--- src/rtl/iee_pkg.sv ---
// Package with shared types, codes and constants of the infix expression evaluator.
`default_nettype none
package iee_pkg;
	localparam int unsigned MaxOperatorsDefault = 99;
	localparam int unsigned NumVars = 26;
	localparam int unsigned VarIdxW = 5;
	localparam int unsigned DataW = 32;
	localparam int unsigned OpCountW = 7;
	localparam int unsigned FifoDepth = 2;

	typedef enum logic [2:0] {
		ERR_NONE = 3'd0,
		ERR_MISPLACED_OP = 3'd1,
		ERR_MISPLACED_VAR = 3'd2,
		ERR_UNKNOWN_CHAR = 3'd3,
		ERR_TOO_MANY_OPS = 3'd4,
		ERR_INCOMPLETE = 3'd5,
		ERR_DIV_ZERO = 3'd6
	} err_t;

	typedef enum logic [2:0] {
		CLS_SPACE,
		CLS_DIGIT,
		CLS_ALPHA,
		CLS_ADD,
		CLS_SUB,
		CLS_MUL,
		CLS_DIV,
		CLS_OTHER
	} cls_t;

	typedef enum logic [1:0] {
		SCAN_START = 2'd0,
		SCAN_NUMBER = 2'd1,
		SCAN_AFTER_OP = 2'd2,
		SCAN_AFTER_VAR = 2'd3
	} scan_t;

	typedef enum logic [1:0] {
		OP_NONE = 2'd0,
		OP_FIRST = 2'd1,
		OP_SECOND = 2'd2
	} pend_t;

	typedef enum logic [2:0] {
		ST_IDLE,
		ST_FOLD_OPND,
		ST_DIV,
		ST_FOLD_TERM,
		ST_FINISH
	} state_t;

	typedef struct packed {
		logic is_write;
		logic last;
		cls_t cls;
		logic [3:0] digit;
		logic [VarIdxW-1:0] var_index;
		logic [DataW-1:0] var_value;
	} cmd_t;

	function automatic cls_t classify(input logic [7:0] ch);
		cls_t c;
		c = CLS_OTHER;
		if (ch == 8'h20) c = CLS_SPACE;
		else if (ch >= 8'h30 && ch <= 8'h39) c = CLS_DIGIT;
		else if ((ch >= 8'h41 && ch <= 8'h5a) || (ch >= 8'h61 && ch <= 8'h7a)) c = CLS_ALPHA;
		else if (ch == 8'h2b) c = CLS_ADD;
		else if (ch == 8'h2d) c = CLS_SUB;
		else if (ch == 8'h2a) c = CLS_MUL;
		else if (ch == 8'h2f) c = CLS_DIV;
		return c;
	endfunction
endpackage
`default_nettype wire

--- src/rtl/infix_expression_evaluator_core.sv ---
// Top level of the streaming infix expression evaluator.
// The input channel (in_valid, in_ready) moves one item per transfer. With req_type
// low the item is an expression character (char_code, last); with req_type high it
// writes var_value into the variable table at var_index, and an index above 25 is
// ignored. A table write never gives a result.
// The output channel (out_valid, out_ready) moves result and error_code, one transfer
// for every character marked last.
// A two-entry queue separates the front end from the back end. The back end takes a
// digit, letter or space while idle, * or / through the operand fold, + or - through
// the operand and term folds; a division adds a divider run. After the last character
// a result passes the operand fold, any divider run, the term fold and the finish
// state, or only the finish state on an error or an incomplete expression.
// While a result waits for out_ready the back end holds the next result, the queue
// fills and in_ready drops until the receiver takes the waiting one.
// Reset clears the queue and the expression state and marks every variable table entry
// unwritten, so it reads as zero; in_ready is high in the first cycle after reset.
`default_nettype none
module infix_expression_evaluator_core #(
	parameter int unsigned MAX_OPERATORS = iee_pkg::MaxOperatorsDefault
) (
	input wire logic clk,
	input wire logic arst_n,
	input wire logic in_valid,
	output logic in_ready,
	input wire logic req_type,
	input wire logic [7:0] char_code,
	input wire logic last,
	input wire logic [iee_pkg::VarIdxW-1:0] var_index,
	input wire logic [iee_pkg::DataW-1:0] var_value,
	output logic out_valid,
	input wire logic out_ready,
	output logic [iee_pkg::DataW-1:0] result,
	output logic [2:0] error_code
);
	logic cmd_valid, cmd_ready;
	iee_pkg::cmd_t cmd;

	iee_front u_front (
		.clk(clk), .arst_n(arst_n),
		.in_valid(in_valid), .in_ready(in_ready),
		.in_req_type(req_type), .in_char_code(char_code), .in_last(last),
		.in_var_index(var_index), .in_var_value(var_value),
		.cmd_valid(cmd_valid), .cmd_ready(cmd_ready), .cmd(cmd)
	);

	iee_back #(.MAX_OPERATORS(MAX_OPERATORS)) u_back (
		.clk(clk), .arst_n(arst_n),
		.cmd_valid(cmd_valid), .cmd_ready(cmd_ready), .cmd(cmd),
		.out_valid(out_valid), .out_ready(out_ready),
		.out_result(result), .out_error_code(error_code)
	);
endmodule
`default_nettype wire

--- src/rtl/iee_front.sv ---
// Front end: accepts items, classifies characters and queues commands.
`default_nettype none
module iee_front (
	input wire logic clk,
	input wire logic arst_n,
	input wire logic in_valid,
	output logic in_ready,
	input wire logic in_req_type,
	input wire logic [7:0] in_char_code,
	input wire logic in_last,
	input wire logic [iee_pkg::VarIdxW-1:0] in_var_index,
	input wire logic [iee_pkg::DataW-1:0] in_var_value,
	output logic cmd_valid,
	input wire logic cmd_ready,
	output iee_pkg::cmd_t cmd
);
	iee_pkg::cmd_t fifo_q [iee_pkg::FifoDepth];
	logic wr_ptr_q, rd_ptr_q;
	logic [1:0] count_q;
	iee_pkg::cmd_t new_cmd;
	logic push, pop;
	logic [7:0] up;

	always_comb begin
		up = in_char_code & 8'hdf;
		new_cmd.is_write = in_req_type;
		new_cmd.last = in_last;
		new_cmd.cls = iee_pkg::classify(in_char_code);
		new_cmd.digit = in_char_code[3:0];
		new_cmd.var_index = in_req_type ? in_var_index : 5'(up - 8'h41);
		new_cmd.var_value = in_var_value;
	end

	assign in_ready = (count_q != 2'd2);
	assign push = in_valid && in_ready;
	assign cmd_valid = (count_q != 2'd0);
	assign pop = cmd_valid && cmd_ready;
	assign cmd = fifo_q[rd_ptr_q];

	always_ff @(posedge clk) begin
		if (push) fifo_q[wr_ptr_q] <= new_cmd;
	end

	always_ff @(posedge clk or negedge arst_n) begin
		if (!arst_n) begin
			wr_ptr_q <= 1'b0;
			rd_ptr_q <= 1'b0;
			count_q <= 2'd0;
		end else begin
			if (push) wr_ptr_q <= ~wr_ptr_q;
			if (pop) rd_ptr_q <= ~rd_ptr_q;
			count_q <= count_q + 2'(push) - 2'(pop);
		end
	end
endmodule
`default_nettype wire

--- src/rtl/iee_divider.sv ---
// Iterative signed divider truncating toward zero, one quotient bit a cycle.
`default_nettype none
module iee_divider (
	input wire logic clk,
	input wire logic arst_n,
	input wire logic start,
	input wire logic [iee_pkg::DataW-1:0] dividend,
	input wire logic [iee_pkg::DataW-1:0] divisor,
	output logic done,
	output logic [iee_pkg::DataW-1:0] quotient
);
	localparam int unsigned W = iee_pkg::DataW;
	logic [W-1:0] rem_q, quo_q, div_q;
	logic neg_q, busy_q, fin_q;
	logic [$clog2(W)-1:0] cnt_q;
	logic [W:0] trial;
	logic [W-1:0] rem_shift;

	always_comb begin
		rem_shift = {rem_q[W-2:0], quo_q[W-1]};
		trial = {1'b0, rem_shift} - {1'b0, div_q};
	end

	assign done = fin_q;
	assign quotient = neg_q ? (W)'(0) - quo_q : quo_q;

	always_ff @(posedge clk or negedge arst_n) begin
		if (!arst_n) begin
			busy_q <= 1'b0;
			fin_q <= 1'b0;
			cnt_q <= '0;
		end else begin
			fin_q <= 1'b0;
			if (start) begin
				busy_q <= 1'b1;
				cnt_q <= '0;
			end else if (busy_q) begin
				cnt_q <= cnt_q + 1'b1;
				if (cnt_q == ($clog2(W))'(W-1)) begin
					busy_q <= 1'b0;
					fin_q <= 1'b1;
				end
			end
		end
	end

	always_ff @(posedge clk) begin
		if (start) begin
			rem_q <= '0;
			quo_q <= dividend[W-1] ? (W)'(0) - dividend : dividend;
			div_q <= divisor[W-1] ? (W)'(0) - divisor : divisor;
			neg_q <= dividend[W-1] ^ divisor[W-1];
		end else if (busy_q) begin
			if (!trial[W]) begin
				rem_q <= trial[W-1:0];
				quo_q <= {quo_q[W-2:0], 1'b1};
			end else begin
				rem_q <= rem_shift;
				quo_q <= {quo_q[W-2:0], 1'b0};
			end
		end
	end
endmodule
`default_nettype wire

--- src/rtl/iee_back.sv ---
// Back end: variable table, expression scan state and result register.
`default_nettype none
module iee_back #(
	parameter int unsigned MAX_OPERATORS = iee_pkg::MaxOperatorsDefault
) (
	input wire logic clk,
	input wire logic arst_n,
	input wire logic cmd_valid,
	output logic cmd_ready,
	input wire iee_pkg::cmd_t cmd,
	output logic out_valid,
	input wire logic out_ready,
	output logic [iee_pkg::DataW-1:0] out_result,
	output logic [2:0] out_error_code
);
	localparam int unsigned W = iee_pkg::DataW;
	logic [W-1:0] vars_q [iee_pkg::NumVars];
	logic [iee_pkg::NumVars-1:0] vvalid_q;
	iee_pkg::state_t state_q, state_d, after_opnd;
	iee_pkg::scan_t scan_q, scan_d;
	iee_pkg::pend_t add_q, mul_q, mul_after;
	logic [W-1:0] sum_q, term_q, opnd_q, opnd_d;
	logic [iee_pkg::OpCountW-1:0] opcnt_q;
	iee_pkg::err_t err_q, err_d;
	logic [W-1:0] res_q;
	logic [2:0] rcode_q;
	logic ovalid_q;
	logic div_start, div_done;
	logic [W-1:0] div_quo;
	iee_pkg::cls_t op_cls_q;
	logic final_q;
	logic ch_ok, is_op, do_op, fin, end_incomplete;
	logic [W-1:0] var_rd;

	iee_divider u_div (
		.clk(clk), .arst_n(arst_n), .start(div_start),
		.dividend(term_q), .divisor(opnd_q),
		.done(div_done), .quotient(div_quo)
	);

	assign out_valid = ovalid_q;
	assign out_result = res_q;
	assign out_error_code = rcode_q;
	assign cmd_ready = (state_q == iee_pkg::ST_IDLE);

	always_comb begin
		var_rd = vvalid_q[cmd.var_index] ? vars_q[cmd.var_index] : '0;
		is_op = cmd.cls == iee_pkg::CLS_ADD || cmd.cls == iee_pkg::CLS_SUB ||
			cmd.cls == iee_pkg::CLS_MUL || cmd.cls == iee_pkg::CLS_DIV;
		ch_ok = err_q == iee_pkg::ERR_NONE || err_q == iee_pkg::ERR_DIV_ZERO;
		scan_d = scan_q;
		opnd_d = opnd_q;
		err_d = err_q;
		do_op = 1'b0;
		if (ch_ok) begin
			if (opcnt_q >= iee_pkg::OpCountW'(MAX_OPERATORS)) err_d = iee_pkg::ERR_TOO_MANY_OPS;
			else if (cmd.cls != iee_pkg::CLS_SPACE) begin
				case (scan_q)
					iee_pkg::SCAN_START, iee_pkg::SCAN_AFTER_OP: begin
						if (is_op) err_d = iee_pkg::ERR_MISPLACED_OP;
						else if (cmd.cls == iee_pkg::CLS_DIGIT) begin
							opnd_d = W'(cmd.digit);
							scan_d = iee_pkg::SCAN_NUMBER;
						end else if (cmd.cls == iee_pkg::CLS_ALPHA) begin
							opnd_d = var_rd;
							scan_d = iee_pkg::SCAN_AFTER_VAR;
						end else err_d = iee_pkg::ERR_UNKNOWN_CHAR;
					end
					iee_pkg::SCAN_NUMBER: begin
						if (is_op) do_op = 1'b1;
						else if (cmd.cls == iee_pkg::CLS_DIGIT)
							opnd_d = (opnd_q << 3) + (opnd_q << 1) + W'(cmd.digit);
						else if (cmd.cls == iee_pkg::CLS_ALPHA) err_d = iee_pkg::ERR_MISPLACED_VAR;
						else err_d = iee_pkg::ERR_UNKNOWN_CHAR;
					end
					default: begin
						if (is_op) do_op = 1'b1;
						else if (cmd.cls == iee_pkg::CLS_ALPHA) err_d = iee_pkg::ERR_MISPLACED_VAR;
						else err_d = iee_pkg::ERR_UNKNOWN_CHAR;
					end
				endcase
			end
		end
		if (do_op) scan_d = iee_pkg::SCAN_AFTER_OP;
		end_incomplete = (err_d == iee_pkg::ERR_NONE || err_d == iee_pkg::ERR_DIV_ZERO) &&
			(scan_d == iee_pkg::SCAN_START || scan_d == iee_pkg::SCAN_AFTER_OP);

		if (final_q || op_cls_q == iee_pkg::CLS_ADD || op_cls_q == iee_pkg::CLS_SUB)
			after_opnd = iee_pkg::ST_FOLD_TERM;
		else
			after_opnd = iee_pkg::ST_IDLE;
		if (final_q) mul_after = iee_pkg::OP_NONE;
		else if (op_cls_q == iee_pkg::CLS_MUL) mul_after = iee_pkg::OP_FIRST;
		else if (op_cls_q == iee_pkg::CLS_DIV) mul_after = iee_pkg::OP_SECOND;
		else mul_after = iee_pkg::OP_NONE;

		div_start = (state_q == iee_pkg::ST_FOLD_OPND) && (mul_q == iee_pkg::OP_SECOND) &&
			(opnd_q != '0);
		fin = (state_q == iee_pkg::ST_FINISH) && (!ovalid_q || out_ready);

		state_d = state_q;
		unique case (state_q)
			iee_pkg::ST_IDLE: begin
				if (cmd_valid && !cmd.is_write) begin
					if (cmd.last) begin
						if (!(err_d == iee_pkg::ERR_NONE || err_d == iee_pkg::ERR_DIV_ZERO) ||
							end_incomplete)
							state_d = iee_pkg::ST_FINISH;
						else
							state_d = iee_pkg::ST_FOLD_OPND;
					end else if (do_op) state_d = iee_pkg::ST_FOLD_OPND;
				end
			end
			iee_pkg::ST_FOLD_OPND: state_d = div_start ? iee_pkg::ST_DIV : after_opnd;
			iee_pkg::ST_DIV: if (div_done) state_d = after_opnd;
			iee_pkg::ST_FOLD_TERM: state_d = final_q ? iee_pkg::ST_FINISH : iee_pkg::ST_IDLE;
			iee_pkg::ST_FINISH: if (fin) state_d = iee_pkg::ST_IDLE;
			default: state_d = iee_pkg::ST_IDLE;
		endcase
	end

	always_ff @(posedge clk or negedge arst_n) begin
		if (!arst_n) state_q <= iee_pkg::ST_IDLE;
		else state_q <= state_d;
	end

	always_ff @(posedge clk) begin
		if (state_q == iee_pkg::ST_IDLE && cmd_valid && cmd.is_write &&
			cmd.var_index < iee_pkg::VarIdxW'(iee_pkg::NumVars))
			vars_q[cmd.var_index] <= cmd.var_value;
	end

	always_ff @(posedge clk or negedge arst_n) begin
		if (!arst_n) begin
			vvalid_q <= '0;
			scan_q <= iee_pkg::SCAN_START;
			add_q <= iee_pkg::OP_NONE;
			mul_q <= iee_pkg::OP_NONE;
			sum_q <= '0; term_q <= '0; opnd_q <= '0;
			opcnt_q <= '0;
			err_q <= iee_pkg::ERR_NONE;
			ovalid_q <= 1'b0;
			op_cls_q <= iee_pkg::CLS_SPACE;
			final_q <= 1'b0;
			res_q <= '0; rcode_q <= '0;
		end else begin
			if (fin) ovalid_q <= 1'b1;
			else if (out_ready) ovalid_q <= 1'b0;
			if (state_q == iee_pkg::ST_IDLE) begin
				if (cmd_valid) begin
					if (cmd.is_write) begin
						if (cmd.var_index < iee_pkg::VarIdxW'(iee_pkg::NumVars))
							vvalid_q[cmd.var_index] <= 1'b1;
					end else begin
						scan_q <= scan_d;
						opnd_q <= opnd_d;
						op_cls_q <= cmd.cls;
						final_q <= cmd.last;
						if (do_op) opcnt_q <= opcnt_q + 1'b1;
						if (cmd.last && end_incomplete) err_q <= iee_pkg::ERR_INCOMPLETE;
						else err_q <= err_d;
					end
				end
			end else if (state_q == iee_pkg::ST_FOLD_OPND) begin
				if (mul_q == iee_pkg::OP_FIRST) begin
					term_q <= term_q * opnd_q;
					mul_q <= mul_after;
				end else if (mul_q == iee_pkg::OP_SECOND) begin
					if (opnd_q == '0) begin
						if (err_q == iee_pkg::ERR_NONE) err_q <= iee_pkg::ERR_DIV_ZERO;
						mul_q <= mul_after;
					end
				end else begin
					term_q <= opnd_q;
					mul_q <= mul_after;
				end
			end else if (state_q == iee_pkg::ST_DIV) begin
				if (div_done) begin
					term_q <= div_quo;
					mul_q <= mul_after;
				end
			end else if (state_q == iee_pkg::ST_FOLD_TERM) begin
				sum_q <= add_q == iee_pkg::OP_FIRST ? sum_q + term_q :
					add_q == iee_pkg::OP_SECOND ? sum_q - term_q : term_q;
				if (final_q) add_q <= iee_pkg::OP_NONE;
				else add_q <= (op_cls_q == iee_pkg::CLS_ADD) ? iee_pkg::OP_FIRST :
					iee_pkg::OP_SECOND;
			end else if (fin) begin
				rcode_q <= err_q;
				res_q <= (err_q == iee_pkg::ERR_NONE) ? sum_q : '0;
				scan_q <= iee_pkg::SCAN_START;
				add_q <= iee_pkg::OP_NONE; mul_q <= iee_pkg::OP_NONE;
				sum_q <= '0; term_q <= '0; opnd_q <= '0; opcnt_q <= '0;
				err_q <= iee_pkg::ERR_NONE;
				final_q <= 1'b0;
			end
		end
	end
endmodule
`default_nettype wire

--- config.mk ---
export PLATFORM = sky130hd
export DESIGN_NAME = infix_expression_evaluator_core
export DESIGN_NICKNAME = d
export VERILOG_FILES = /design/src/rtl/iee_pkg.sv /design/src/rtl/infix_expression_evaluator_core.sv /design/src/rtl/iee_front.sv /design/src/rtl/iee_divider.sv /design/src/rtl/iee_back.sv
export SDC_FILE = /design/constraint.sdc
export NUM_CORES = 2
export LEC_CHECK = 0
export BUFFER_PORTS_ARGS = -buffer_cell sky130_fd_sc_hd__buf_2
export CORE_AREA = 2 2 327 459
export CTS_CLUSTER_SIZE = 28
export DETAILED_ROUTE_END_ITERATION = 8
export DIE_AREA = 0 0 329 461
export GPL_TIMING_DRIVEN = 0
export PLACE_DENSITY_LB_ADDON = 0.3
export SYNTH_ARGS = -nofsm -noshare
export SYNTH_HDL_FRONTEND = slang
export SYNTH_SLANG_ARGS = --single-unit
--- constraint.sdc ---
create_clock -name clk -period 7.7 [get_ports clk]
set_input_delay 0.77 -clock clk [delete_from_list [all_inputs] [get_ports clk]]
set_output_delay 0.77 -clock clk [all_outputs]
set_load 0.01 [all_outputs]
==> summary.txt <==
Yosys
  • Share of the yosys chip area belonging to registers: 0.4780
  • Post-Syn Nets: 7751
  • Syn Inst Count: 7000
  • Number of distinct library cells after synthesis: 102
  • Synth warnings: 0
  • Mapped Area: 73470 um^2
  • Post-synth top area cell: edfxtp_1
  • Synth top area share: 0.4042
  • Synth Register Bits: 1212
  • Async S/R FF share, synth: 0.1584
  • Number of flops mapped to enable cells by yosys: 989
  • Post-synth top cells: nand2_1 (1406), edfxtp_1 (989), inv_1 (515), fa_1 (413), a21oi_1 (308)
  • Top post-synthesis cells by area: edfxtp_1 (40%), fa_1 (11%), nand2_1 (7.2%)
  • Most used DFF post-synth: edfxtp_1
  • Count leader, synth: nand2_1
  • Syn avg cell area: 10.50 um^2

Layout
  • Share of cells above drive strength 1: 0.1089
  • Area Overhead vs Synth: 12.89%
  • Final #Nets: 8041

STA
  • Crit share post-route: 1.004
  • Tmin final: 7729 ps
  • Worst setup margin: -29.41 ps
  • Hold Vio Cnt, Final: 0
  • Peak Freq: 0.1294 GHz
  • Setup TNS: -29.41 ps
  • Slew @ Worst Pin: 1679 ps
  • Hold WS: 161.7 ps
  • Final setup viols: 1
  • Max-slew headroom: -0.1483
  • Slew Limit Fails: 26
  • Worst Skew: 58.24 ps

Pwr
  • VDD IR-drop max: 0.8745 mV
  • Power Density: 513.5 nW/um^2
  • Pleak: 33.70 nW

Detailed routing
  • DR pass1 iterations: 6
  • Residual DRC: 0
  • Number of vias per cell: 6.306
  • Post-Route WL: 279.1 mm
  • Antenna-violating nets left: 0
  • Detailed-route wire length per cell: 29.87 um
  • Iteration-0 DRC Markers: 7369
  • Vias after detailed routing: 58930

Floorplanning
  • Die height: 461 um
  • Die area: 151700 um^2
  • Chip Width: 329 um
  • Row count: 167
  • Core ar.: 147300 um^2
  • Initial Util: 0.4988
  • I/O Pins: 88

Clocking
  • CTS Buf Count: 118
  • H-tree levels: 3
  • Maximum root-to-sink buffer count: 3
  • CTS tree: yes
  • TritonCTS Sinks: 1212
  • Clk_lat worst skew: 790 ps
  • Clock root buffer master: clkbuf_16
  • Reg clk slew, reported paths: 70 ps

Job
  • Max cap viols: 5

Critical path
  • Worst reg2reg path startpoint: u_back.term_q[25]$_DFFE_PN0P_
  • Worst R2R Setup Slack: -30 ps
  • Worst setup path endpoint: u_back.term_q[31]$_DFFE_PN0P_
  • Critical path peak fanout: 9
  • Reg-to-Reg End: u_back.term_q[31]$_DFFE_PN0P_
  • Startpoint types: flip-flop
  • Critical path startpoint: u_back.term_q[25]$_DFFE_PN0P_
  • Crit path kind: flip-flop to flip-flop
  • Crit end category: flip-flop
  • Worst-case reg-to-reg path depth: 19
  • Worst path required time: 8350 ps
  • CP arrival: 8380 ps

Placed design
  • RD Place Congestion: 1.000
  • Detailed Place HPWL: 201.5 mm
  • Port-buffer cells: 87

Status
  • Status: finished, violations left
  • Failing checks: capacitance limit, slew limit, setup timing

Hold path
  • Min-delay src: var_value[8]
  • Hold Crit Class: input pin to flip-flop
  • Hold depth: 1

GRT
  • Vias in the first global route: 58330
  • GRT Total Usage: 0.3673
  • Largest net degree at the start of global routing: 82
  • GRT overflow: 0
  • Antenna violations before repair: 19
  • First-pass GRT wire length: 398.2 mm
per-stage QoR:
stage	setup slack (ps)	area, um^2	cells	utilization	power, W
3_3_place_gp	-2006	76340	9030	0.5182	0.03273
3_5_place_dp	-1970	77420	9069	0.5255	0.03309
5_1_grt	-58.95	82920	9335	0.5629	0.04433
6_report	-29.41	82940	9345	0.5631	0.04259
2_1_floorplan	587.5	73470	7000	-	0.02356
4_1_cts	-29.09	82350	9300	0.5590	0.04034
worst min path at each step:
stage | to | slack (ps)
floorplan | u_back.vvalid_q[24]$_DFFE_PN0P_ | 440
global placement | u_back.out_result[15]$_DFFE_PN0P_ | 450
detailed placement | u_back.vvalid_q[9]$_DFFE_PN0P_ | 450
CTS | u_front.fifo_q[0][27]$_DFFE_PP_ | 140
global route | u_front.fifo_q[0][11]$_DFFE_PP_ | 160
finish | u_front.fifo_q[1][8]$_DFFE_PP_ | 160
placed cells by master, fill, tap and decap left out, drive strengths merged, types with 31 or more instances in the layout:
cell | synthesis | routed
a21oi | 311 | 311
nand2b | 32 | 32
clkbuf | 277 | 384
fa | 413 | 413
edfxtp | 989 | 989
a21o | 66 | 66
nand2 | 1407 | 1407
o22ai | 40 | 40
mux2 | 43 | 43
a31oi | 150 | 150
o31ai | 40 | 40
or2 | 38 | 38
and2 | 305 | 305
nand3 | 260 | 260
nor3 | 64 | 64
o221ai | 33 | 33
xor2 | 52 | 52
dfrtp | 192 | 192
and3 | 128 | 128
buf | 143 | 355
clkinv | 0 | 38
dfxtp | 31 | 31
ha | 287 | 287
xnor2 | 217 | 217
inv | 516 | 522
mux2i | 37 | 37
o21ai | 291 | 291
nor2 | 240 | 240
worst max-delay path: stages, from the launching register on:
cell      delay (ps)
dfrtp_1          420
clkbuf_1         790
inv_1            510
nor2_1           350
fa_1             440
inv_1             80
fa_1             540
fa_1             580
inv_1             50
fa_1             480
fa_1             510
fa_1             580
fa_1             430
ha_1             350
o21ai_0          320
a41oi_4          100
or4_4            570
a31oi_4          190
xnor2_2          180
o221ai_2         120
what timing repair did:
item,4_1_cts,5_1_grt
hold endpoints to repair,43,0
endpoints found under the setup margin,19,12
resized for setup,283,118
buffers inserted,11,36
pin swaps,11,32
hold buffers,1,0
cloned,0,0
layout make-up:
cell class | instances | area (um^2)
clock buffer | 150 | 3186
antenna | 13 | 32.53
inverter | 516 | 1937
fill | 12600 | 64370
clock inverter | 69 | 864.6
buffer | 415 | 2340
tap | 1943 | 2431
sequential | 1212 | 35170
multi-input combinational | 4852 | 35300
timing repair buffer | 175 | 1689
power breakdown:
group,internal [W],switching (W)
Clock,0.00347,0.00267
Sequential,0.00822,0.000677
Combinational,0.00932,0.0182
Total,0.0210,0.0216
logic make-up after synthesis:
family	count (synthesis)	share of synthesized area
flip-flops	1212	0.4780
buffers and inverters	936	0.04984
AO/OA/AOI/OAI	1200	0.1050
adder cells (fa/ha/maj)	701	0.1615
XOR/XNOR	269	0.03207
multiplexers	80	0.01180
AND/OR/NAND/NOR	2602	0.1617
sequential cells by signal, indices dropped and copies added, names as in the netlist, 3 cells and up:
signal,flops
u_back.err_q,3
u_back.op_cls_q,3
u_back.opcnt_q,7
u_back.opnd_q,32
u_back.out_error_code,3
u_back.out_result,32
u_back.state_q,3
u_back.sum_q,32
u_back.term_q,32
u_back.u_div.cnt_q,5
u_back.u_div.div_q,32
u_back.u_div.quo_q,32
u_back.u_div.rem_q,31
u_back.vars_q,832
u_back.vvalid_q,26
u_front.fifo_q,92
routing by layer:
layer  vias up  share of wire  GRT usage
met1     28990           0.32     0.4045
met5         -        0.00036          0
met3      1276          0.098    0.07832
met4        14           0.11     0.3319
met2      3908           0.47     0.5958
li1      24750              -          -
Note: power is estimated with default switching activity, not from simulation.
